## src/rtl/usmg_pkg.sv

```systemverilog
// Shared types and constants for the UV-sphere mesh generator.
// No dependencies; used by every other file of the block.
package usmg_pkg;

    // Result kinds.
    localparam logic [1:0] KIND_VERTEX = 2'd0;
    localparam logic [1:0] KIND_MORE   = 2'd1;
    localparam logic [1:0] KIND_LAST   = 2'd2;
    localparam logic [1:0] KIND_REJECT = 2'd3;

    // Configuration register indexes.
    localparam logic [1:0] CFG_RADIUS  = 2'd0;
    localparam logic [1:0] CFG_SECTORS = 2'd1;
    localparam logic [1:0] CFG_STACKS  = 2'd2;

    localparam logic [15:0] RADIUS_RST  = 16'd256;
    localparam logic [7:0]  SECTORS_RST = 8'd36;
    localparam logic [7:0]  STACKS_RST  = 8'd18;

    // Divider: 25-bit dividend, 8-bit divisor, 17 quotient bits, one per stage.
    localparam int DIVIDEND_W = 25;
    localparam int QUO_W      = 17;
    localparam int DIV_LAT    = QUO_W;

    // Sine pipeline depth and the Q30 Taylor coefficients of sin(pi/2*x).
    localparam int SINE_LAT = 9;
    localparam logic [31:0] SINE_K1  = 32'd1686629713;
    localparam logic [31:0] SINE_K11 = 32'd3864;
    localparam logic [31:0] SINE_K [0:3] = '{32'd172272, 32'd5026995, 32'd85569306,
                                             32'd693598668};
    localparam logic [32:0] Q30_ONE = 33'd1073741824;

    // Total depth from input register to the last arithmetic stage.
    localparam int PIPE_LAT = DIV_LAT + SINE_LAT + 4;

    typedef struct packed {
        logic        mode;
        logic        bad;
        logic        first;
        logic        second;
        logic [15:0] k1;
        logic [15:0] k2;
        logic [16:0] tex_u;
        logic [16:0] tex_v;
    } t_carry;

endpackage

```

## src/rtl/usmg_div.sv

```systemverilog
// Pipelined restoring divider, one quotient bit per stage, round-to-nearest
// handled by the caller through the dividend. Depends on usmg_pkg.
module usmg_div (
    input  logic                            i_clk,
    input  logic                            i_en,
    input  logic [usmg_pkg::DIVIDEND_W-1:0] i_dividend,
    input  logic [7:0]                      i_divisor,
    output logic [usmg_pkg::QUO_W-1:0]      o_quotient
);
    localparam int QW = usmg_pkg::QUO_W;
    localparam int DW = usmg_pkg::DIVIDEND_W;
    localparam int NS = usmg_pkg::DIV_LAT;

    logic [7:0]    r_rem [0:NS-1];
    logic [QW-1:0] r_low [0:NS-1];
    logic [QW-1:0] r_quo [0:NS-1];
    logic [7:0]    r_d   [0:NS-1];

    logic [7:0]    n_rem [0:NS-1];
    logic [QW-1:0] n_low [0:NS-1];
    logic [QW-1:0] n_quo [0:NS-1];
    logic [7:0]    n_d   [0:NS-1];

    always_comb begin
        logic [7:0]    p_rem;
        logic [QW-1:0] p_low;
        logic [QW-1:0] p_quo;
        logic [7:0]    p_d;
        logic [8:0]    t;
        logic          ge;
        for (int j = 0; j < NS; j++) begin
            if (j == 0) begin
                p_rem = i_dividend[DW-1:QW];
                p_low = i_dividend[QW-1:0];
                p_quo = '0;
                p_d   = i_divisor;
            end else begin
                p_rem = r_rem[j-1];
                p_low = r_low[j-1];
                p_quo = r_quo[j-1];
                p_d   = r_d[j-1];
            end
            t        = {p_rem, p_low[QW-1]};
            ge       = (t >= {1'b0, p_d});
            n_rem[j] = ge ? 8'(t - {1'b0, p_d}) : t[7:0];
            n_low[j] = {p_low[QW-2:0], 1'b0};
            n_quo[j] = {p_quo[QW-2:0], ge};
            n_d[j]   = p_d;
        end
    end

    always_ff @(posedge i_clk) begin
        if (i_en) begin
            for (int j = 0; j < NS; j++) begin
                r_rem[j] <= n_rem[j];
                r_low[j] <= n_low[j];
                r_quo[j] <= n_quo[j];
                r_d[j]   <= n_d[j];
            end
        end
    end

    assign o_quotient = r_quo[NS-1];

endmodule

```

## config.mk

```make
export PLATFORM = sky130hd
export DESIGN_NAME = usmg_div
export DESIGN_NICKNAME = d
export VERILOG_FILES = /design/src/rtl/usmg_pkg.sv /design/src/rtl/usmg_div.sv
export SDC_FILE = /design/constraint.sdc
export NUM_CORES = 1
export LEC_CHECK = 0
export BUFFER_PORTS_ARGS = -buffer_cell sky130_fd_sc_hd__buf_2
export CORE_ASPECT_RATIO = 0.5
export CORE_UTILIZATION = 50
export DETAILED_ROUTE_END_ITERATION = 8
export HOLD_SLACK_MARGIN = 0.02
export PLACE_DENSITY = 0.72
export SLEW_MARGIN = 20
export SYNTH_ARGS = -nofsm -noshare
export SYNTH_HDL_FRONTEND = slang
export SYNTH_SLANG_ARGS = --single-unit
export TNS_END_PERCENT = 10
```

## constraint.sdc

```tcl
create_clock -name i_clk -period 2 [get_ports i_clk]
set_input_delay 0.2 -clock i_clk [delete_from_list [all_inputs] [get_ports i_clk]]
set_output_delay 0.2 -clock i_clk [all_outputs]
set_load 0.005 [all_outputs]
```

== Word level (Yosys, flattened, before mapping) ==
Memory sizes are Yosys's and may differ from the RTL's.
Index checks and enable logic that the tools add are counted.
Operators by class
  add/sub/neg operators: 17
  muxes and demuxes: 19
  order comparisons: 17
Operators by type and width (count)
  greater-or-equal comparator 9 x 8 -> 1 bit: 17
  two-way mux 8 bit: 17
  subtractor 8 bit: 17
  two-way mux 1 bit: 2
Word-level totals
  output and inout bits: 17
  register bits: 0
  word-level logic and storage cells: 57
  bits in writable memories: 833
  memories kept: 4
  bits of input ports: 35
Memory list
  r_quo: depth 17, bits a word 17, rd ports 17, clocked after Yosys merged registers in 0, wr ports 17, RTL line usmg_div.sv:16  | logic [QW-1:0] r_quo [0:NS-1];
  r_low: depth 17, bits a word 16, rd ports 16, clocked after Yosys merged registers in 0, wr ports 17, RTL line usmg_div.sv:15  | logic [QW-1:0] r_low [0:NS-1];
  r_d: depth 17, bits a word 8, rd ports 16, clocked after Yosys merged registers in 0, wr ports 17, RTL line usmg_div.sv:17  | logic [7:0] r_d [0:NS-1];
  r_rem: depth 17, bits a word 8, rd ports 16, clocked after Yosys merged registers in 0, wr ports 17, RTL line usmg_div.sv:14  | logic [7:0] r_rem [0:NS-1];

== Depth between registers and ports, before layout ==
Gate-level depths: netlist of the first run.
An unclocked memory read counts as a cell.
  depth after elaboration: 3
  gate-level depth with buffers: 8
  depth with buffers taken out: 8

== Worst setup path before layout of the first run ==
OpenSTA, ideal clock, no wires.
  kind: flip-flop to flip-flop
  start point: memory r_d[8][0], in the netlist r_d[0][64]
  end point: memory r_rem[9][2], in the netlist r_rem[0][74], data pin
  arrival time: 1836 ps
  stages on the path, launching flop included: 7
  setup slack: -96 ps
  data required time: 1740 ps
  period minus slack after synthesis: 2096 ps
  path through: edfxtp_1 > ha_1 > or2b_1 > a21oi_1 > o21ai_2 > a41oi_4 > mux2_2
RTL lines (RTL line)
  start: declaration: usmg_div.sv:17
  end: declaration: usmg_div.sv:14

==> out/results.env, run 1 <==
SYNTH.LIB_CELLS_USED.DISTINCT=57
CLOCK_TREE.HTREE_LEVEL_COUNT=2
CLOCK_LATENCY_AT_THE_LATER_PIN_OF_THE_WORST_SKEW_PAIR_PS=570
SYNTH_AREA_PER_CELL_SQ_UM=14.8
DIE_HEIGHT_UM=157
SYNTH-EDFF-COUNT=545
VIOLATIONS='negative setup slack'
MIN_PATH_TYPE='input port to flop'
YS_SEQ_ELEMENTS=545
SYN_TO_FINAL_GROWTH_PCT=24.3
FINALHOLDVIOLATIONS=0
PERIOD_MINUS_SLACK_PS=2150
KIND_OF_LAUNCH_POINT_OF_THE_WORST_SETUP_PATH='flop'
YS.FLOP_TYPE='edfxtp_1'
CTS_TREE='yes'
HALF_PERIMETER_WIRE_LENGTH_AFTER_DETAILED_PLACEMENT_UM=26000
WIRE_PER_INST_UM=15.3
YOSYSSEQAREASHARE_PCT=68.2
FLOORPLAN.INITIALDENSITY_PCT=51.0
ROUTE.DETAILED.DRC=0
WORSTSETUPPATHTYPE='flop to flop'
POWER_W=0.0396
GRT_PASS1_WL_UM=63600
ANTENNA-DIODE-COUNT=0
CTSLONGESTPATHBUFFERS=3
CTS-BUFFERS-INSERTED=48
GR-TOTAL-OVERFLOW=0
IO-PIN-COUNT=52
FINALWIRELENGTH_UM=40500
ANTENNA_FOUND_INITIAL=0
ROUTE.VIAS.TOTAL=13762
FINISH.NET_COUNT=2164
CTS.SINKS=545
OUTCOME='complete, but fails checks'
PLACED_INSTANCE_AREA_SQ_UM=26700
NETLIST_INSTANCES=1626
PLACEMENT_ROWS=56
POST-ROUTE-PERIOD-UTIL_PCT=107
CP-END-KIND='flop'
HOLD_WS_PS=90.3
SYNTH.NET_COUNT=1813
DRT_FIRST_PASS_ITERS=7
MOST_COMMON_CELL_AFTER_LAYOUT_FILL_AND_TAPS_ASIDE='edfxtp_1'
SETUP_VIOL=45
ASYNC_SET_OR_RESET_REGISTER_RATIO_AFTER_SYNTHESIS_PCT=0
CRIT_PATH_MAX_FANOUT=6
FIN_CLK_SKEW_PS=20.4
MAX_SLEW.WORST_PIN.SLEW_PS=509
CRIT_ARRIVAL_PS=2460
MAX-CAP-VIOLATIONS=0
RELSLEWSLACK_PCT=66.1
GROUTE.USAGE.OVERALL_PCT=16.0
FINAL_CELL_MIX='edfxtp_1, buf_4, inv_1'
POWER.SWITCHING_FRACTION_PCT=29.6
LAYOUT-DRIVE-GT1-SHARE_PCT=29.3
CLK_ROOT_BUFFER_CELL='clkbuf_16'
PEAKVDDDROP_uV=750
FIRST_GLOBAL_VIAS=14059
LARGEST_NET_DEGREE_AT_THE_START_OF_GLOBAL_ROUTING=106
WL_MET2_UM=22600
POWER_SWITCHING_W=0.0117
COMB_POWER_SHARE_PCT=35.7
UNREPAIRED_SETUP_ENDPOINTS_AFTER_GLOBAL_ROUTING='true'
MAX_CLOCK_FREQ_MHz=466
MAXUSEDROUTINGLAYER='met4'
P_SEQ_SHARE_PCT=41.0
ROUTEDLENGTHMET1_UM=15300
POST_SYNTHESIS_INSTANCE_AREA_SQ_UM=24000
DESIGN_AREA_SQ_UM=29800
CTS.CLK_SLEW.WORST_PATHS_PS=70
PLACEABLE_CORE_AREA_SQ_UM=47100
FINAL-MAX-SLEW-VIOLATION-COUNT=0
DR.FIRST_ITER.DRC_COUNT=868
GP_CONGESTION=0.870
VIAS_PER_CELL=5.19
ANTENNA_LEFT=0
CLKPWRFRAC_PCT=23.4
TIMING.SETUP.TNS_PS=-2540
FP.DIEAREA_SQ_UM=48900
POWER_DENSITY_nW_PER_UM2=1330
PLACE.PORT_BUFFERS=51
P_INT_W=0.0279
YOSYSWARNINGCOUNT=0
CRIT_REQUIRED_PS=2310
TOTAL_LEAKAGE_POWER_nW=11.5
FINAL.SETUP.WORST_SLACK_PS=-148
DETAILROUTE.WIRELENGTH.MET3_UM=1370
DIE_W_UM=312
layer usage:
layer  GRT usage, %  vias to the layer above
li1               -                     6789
met1           16.0                     6637
met2           32.7                      227
met3           3.21                      109
met4           5.79                        0
met5              0                        -
cell usage after synthesis, types with 4 or more instances:
cell type / instances / share of area, %
a211oi_1: 16 / 0.50
a21boi_0: 10 / 0.31
a21o_1: 25 / 0.78
a21oi_1: 72 / 1.5
a221oi_4: 7 / 0.77
a31o_2: 10 / 0.36
a31oi_1: 6 / 0.16
and2_1: 17 / 0.44
and3_1: 7 / 0.18
and4_1: 10 / 0.36
buf_4: 8 / 0.25
edfxtp_1: 545 / 68
fa_1: 16 / 1.3
ha_1: 136 / 7.1
inv_1: 179 / 2.8
mux2_2: 30 / 1.4
mux2i_1: 16 / 0.67
nand2_1: 102 / 1.6
nand2b_1: 26 / 0.68
nand3_1: 14 / 0.29
nand3b_1: 8 / 0.25
nor2_1: 33 / 0.52
nor2b_1: 19 / 0.50
nor3_1: 16 / 0.33
o211ai_1: 4 / 0.13
o21a_1: 30 / 0.94
o21ai_0: 111 / 2.3
o21ai_1: 12 / 0.25
o22a_1: 8 / 0.29
o31a_1: 5 / 0.18
o31ai_1: 21 / 0.66
or2_2: 8 / 0.21
or4_1: 6 / 0.19
xnor2_1: 25 / 0.91
xor2_1: 25 / 0.91
area by class of cell:
class | instances | area, sq um
sequential | 545 | 16400
multi-input combinational | 887 | 7920
clock buffer | 61 | 1290
tap | 638 | 798
timing repair buffer | 314 | 2510
clock inverter | 27 | 272
fill | 3311 | 17200
inverter | 181 | 679
power groups by stage:
stage | Combinational, W | Sequential [W] | Clock [W]
2_1_floorplan | 0.00808 | 0.0160 | 0
3_3_place_gp | 0.0115 | 0.0162 | 0
3_5_place_dp | 0.0120 | 0.0163 | 0
4_1_cts | 0.0128 | 0.0161 | 0.00951
5_1_grt | 0.0155 | 0.0164 | 0.00993
6_report | 0.0141 | 0.0162 | 0.00925
timing repair:
action / 4_1_cts / 5_1_grt
hold endpoints to repair: 41 / 0
buffers inserted: 13 / 15
endpoints found under the setup margin: 98 / 126
gates resized for setup: 96 / 137
pin swaps: 21 / 27
cloned: 0 / 0
hold buffers: 33 / 0
flip-flops by register name, summed over array words and instances (netlist names):
name   cells
r_low    136
r_rem    128
r_d      128
r_quo    153
worst paths after layout:
check | startpoint | end | slack [ps] | depth (start not counted)
worst max-delay path | r_d[0][56]$_DFFE_PP_ | r_rem[0][70]$_DFFE_PP_ | -150 | 7
worst min-delay path | i_dividend[24] | r_quo[0][0]$_DFFE_PP_ | 90 | 4
worst max register to register | r_d[0][56]$_DFFE_PP_ | r_rem[0][70]$_DFFE_PP_ | -150 | 7
worst min register to register | r_low[0][188]$_DFFE_PP_ | r_low[0][205]$_DFFE_PP_ | 410 | 0
metrics by stage:
step / std cells / utilization, % / worst slack (ps)
after floorplan: 1626 / - / -7.44
after global routing: 2653 / 63.4 / -215
after detailed placement: 2504 / 56.6 / -167
after CTS: 2638 / 61.8 / -112
after global placement: 2504 / 56.6 / -108
final: 2653 / 63.4 / -148
cells by family after synthesis:
group	synth area share, %
multiplexers	2.07
XOR/XNOR	1.82
AND/OR/NAND/NOR	5.84
AO/OA/AOI/OAI	10.5
adder cells (fa/ha/maj)	8.42
buffers and inverters	3.17
flip-flops	68.2
critical path, stage by stage, from the launching register on:
cell,delay [ps]
edfxtp_1,450
ha_4,270
or2b_1,240
a21oi_2,150
o21ai_2,90
a41oi_4,240
buf_12,150
mux2_4,290
Note: power is estimated with default switching activity, not from simulation.
==> run 2, diff against run 1 <==
Settings changed: CELL_PAD_IN_SITES_DETAIL_PLACEMENT set to 1, CELL_PAD_IN_SITES_GLOBAL_PLACEMENT set to 2, CORE_UTILIZATION 50 to 42, PLACE_DENSITY 0.72 to 0.8.
==> out/results.env, run 2 (synthesized netlist as in run 1, its figures left out) <==
OUTCOME='complete, but fails checks'  # unchanged
VIOLATIONS='negative setup slack'  # unchanged
MAX_CLOCK_FREQ_MHz=473  # was 466 MHz
LARGEST_REGISTER_FFS=153  # unchanged
PLACEABLE_CORE_AREA_SQ_UM=56000  # was 47,100 sq um
KIND_OF_LAUNCH_POINT_OF_THE_WORST_SETUP_PATH='flop'  # unchanged
MAX_SLEW.WORST_PIN.SLEW_PS=629  # was 509 ps
TOTAL_LEAKAGE_POWER_nW=12.3  # was 11.5 nW
CRIT_SLOWEST_CELL='edfxtp_1'  # unchanged
POWER_DENSITY_nW_PER_UM2=1360  # was 1330 nW/um^2
CLK_ROOT_BUFFER_CELL='clkbuf_16'  # unchanged
CP-END-KIND='flop'  # unchanged
PLACED_INSTANCE_AREA_SQ_UM=27700  # was 26,700 sq um
LAYOUT_TOP_REGISTERS='r_quo x153, r_low x136'  # unchanged
FINALHOLDVIOLATIONS=0  # unchanged
FINISH.NET_COUNT=2294  # was 2,164
FINAL-MAX-SLEW-VIOLATION-COUNT=0  # unchanged
TIMING.CRITICAL_PATH.BUF_INV=1  # unchanged
CTS_TREE='yes'  # unchanged
DRT_FIRST_PASS_ITERS=6  # was 7
FIN_CLK_SKEW_PS=12.1  # was 20.4 ps
MAX-CAP-VIOLATIONS=0  # unchanged
FINALWIRELENGTH_UM=49800  # was 40,500 um
UNREPAIRED_SETUP_ENDPOINTS_AFTER_GLOBAL_ROUTING='true'  # unchanged
DESIGN_AREA_SQ_UM=31500  # was 29,800 sq um
CTS.SINKS=545  # unchanged
GRT_PASS1_WL_UM=77000  # was 63,600 um
FINAL.SETUP.WORST_SLACK_PS=-113  # was -148 ps
CLOCK_TREE.HTREE_LEVEL_COUNT=2  # unchanged
ANTENNA_LEFT=0  # unchanged
CRIT_REQUIRED_PS=2330  # was 2310 ps
GR-TOTAL-OVERFLOW=0  # unchanged
ROUTE.VIAS.TOTAL=14481  # was 13,762
POST-ROUTE-PERIOD-UTIL_PCT=106  # was 107%
DIE_W_UM=340  # was 312 um
MIN_PATH_TYPE='input port to flop'  # unchanged
DR.FIRST_ITER.DRC_COUNT=549  # was 868
FP.DIEAREA_SQ_UM=58200  # was 48,900 sq um
SYN_TO_FINAL_GROWTH_PCT=31.1  # was 24.3%
REGMOSTFLOPS='r_quo'  # unchanged
PEAKVDDDROP_uV=717  # was 750 uV
POWER_W=0.0426  # was 0.0396 W
PLACE.PORT_BUFFERS=51  # unchanged
DIE_HEIGHT_UM=171  # was 157 um
GLOBALROUTEMET1UTIL_PCT=16.5  # was 16.0%
PERIOD_MINUS_SLACK_PS=2110  # was 2150 ps
FINISH.CELL_COUNT_WITHOUT_FILLERS=2903  # was 2,653
WORSTSETUPPATHTYPE='flop to flop'  # unchanged
MIN_PATH_CELLS=2  # was 4
FF2FF_PATH_DEPTH=7  # unchanged
MOST_COMMON_CELL_AFTER_LAYOUT_FILL_AND_TAPS_ASIDE='edfxtp_1'  # unchanged
ANTENNA-DIODE-COUNT=0  # unchanged
IO-PIN-COUNT=52  # unchanged
ANTENNA_FOUND_INITIAL=0  # unchanged
FINAL_CELL_MIX='edfxtp_1, buf_4, inv_1'  # unchanged
GROUTE.USAGE.OVERALL_PCT=16.6  # was 16.0%
LAYOUT-DRIVE-GT1-SHARE_PCT=35.9  # was 29.3%
FIRST_GLOBAL_VIAS=15724  # was 14,059
CRITICAL_PATH.CELL_CHAIN='ha_4 -> or2b_1 -> a21oi_2 -> o21ai_2 -> a41oi_4 -> buf_6 -> mux2_4'  # was ha_4 -> or2b_1 -> a21oi_2 -> o21ai_2 -> a41oi_4 -> buf_12 -> mux2_4
CPPEAKSTAGEDELAY_PS=450  # about the same
LARGEST_NET_DEGREE_AT_THE_START_OF_GLOBAL_ROUTING=70  # was 106
PLACEDCELLCOUNT=2735  # was 2,504
CTS-BUFFERS-INSERTED=50  # was 48
GRT_UTIL_MET3_PCT=2.70  # was 3.21%
ROUTE.DETAILED.DRC=0  # unchanged
FLOORPLAN.INITIALDENSITY_PCT=42.8  # was 51.0%
GR-USAGE-MET2_PCT=34.5  # was 32.7%
SETUP_VIOL=41  # was 45
GRT_MOST_USED_LAYER='met2'  # unchanged
WIRE_PER_INST_UM=17.2  # was 15.3 um
CTSLONGESTPATHBUFFERS=3  # unchanged
HALF_PERIMETER_WIRE_LENGTH_AFTER_DETAILED_PLACEMENT_UM=33300  # was 26,000 um
CTS.CLK_SLEW.WORST_PATHS_PS=70  # about the same
CRITICAL_PATH_CELL_COUNT=7  # unchanged
VIAS_PER_CELL=4.99  # was 5.19
CRIT_PATH_MAX_FANOUT=4  # was 6
FIN_UTIL_PCT=56.2  # was 63.4%
GP_CONGESTION=0.857  # was 0.870
PLACEMENT_ROWS=61  # was 56
CPLARGESTDELAYFAMILY='flip-flops'  # was compound AO/OA/AOI/OAI gates
CLOCK_LATENCY_AT_THE_LATER_PIN_OF_THE_WORST_SKEW_PAIR_PS=590  # was 570 ps
RELSLEWSLACK_PCT=58.1  # was 66.1%
CRIT_ARRIVAL_PS=2440  # was 2460 ps
==> run 2: changes by cell type in the layout (fill, tap and decap cells not counted), sizes merged, moves of 3 or more <==
| cell | change |
|---|---|
| buf | +129 |
| clkinv | +5 |
| clkinvlp | -5 |
| inv | +4 |
| bufinv | +3 |
| clkbuf | -3 |
==> run 2: final cells by class <==
type                            count  area [sq um]
Fill cell                        5421         24600
Sequential cell                   545         16400
Multi-Input combinational cell    887          8250
Timing Repair Buffer              442          3530
Clock buffer                       58          1300
Tap cell                          756           946
Inverter                          181           679
Clock inverter                     34           388
==> run 2: layer usage <==
| layer | up-vias | share of wire (%) |
|---|---|---|
| li1 | 7028 | - |
| met1 | 7196 | 37 |
| met2 | 159 | 58 |
| met3 | 98 | 2.4 |
| met4 | 0 | 2.7 |
| met5 | - | 0 |
==> run 2: final timing paths <==
check / startpoint / endpoint / slack, ps
setup / recovery: r_d[0][64]$_DFFE_PP_ / r_rem[0][77]$_DFFE_PP_ / -110
hold / removal: i_en / r_d[0][26]$_DFFE_PP_ / 90
setup reg to reg: r_d[0][64]$_DFFE_PP_ / r_rem[0][77]$_DFFE_PP_ / -110
hold reg to reg: r_low[0][204]$_DFFE_PP_ / r_low[0][221]$_DFFE_PP_ / 410
==> run 2: timing repair <==
action | 4_1_cts | 5_1_grt
hold buffers | 32 | 0
hold endpoints to repair | 32 | 0
endpoints found under the setup margin | 118 | 137
resized for setup | 146 | 187
gates cloned | 0 | 1
buffers inserted | 19 | 24
pin swaps | 29 | 64
==> run 2: where the power goes <==
| group | total [W] | leakage, nW | internal (W) | switching, W |
|---|---|---|---|---|
| Combinational | 0.0164 | 6.15 | 0.00874 | 0.00763 |
| Sequential | 0.0163 | 5.31 | 0.0153 | 0.00105 |
| Clock | 0.00995 | 0.829 | 0.00573 | 0.00423 |
==> run 2: per-stage QoR <==
| step | hold WS, ps | TNS, ps | worst slack, ps |
|---|---|---|---|
| 2_1_floorplan | 299 | -109 | -7.44 |
| 3_3_place_gp | 376 | -8780 | -290 |
| 3_5_place_dp | 379 | -14490 | -424 |
| 4_1_cts | 64.7 | -4240 | -152 |
| 5_1_grt | 82.5 | -7630 | -197 |
| 6_report | 92.3 | -2360 | -113 |
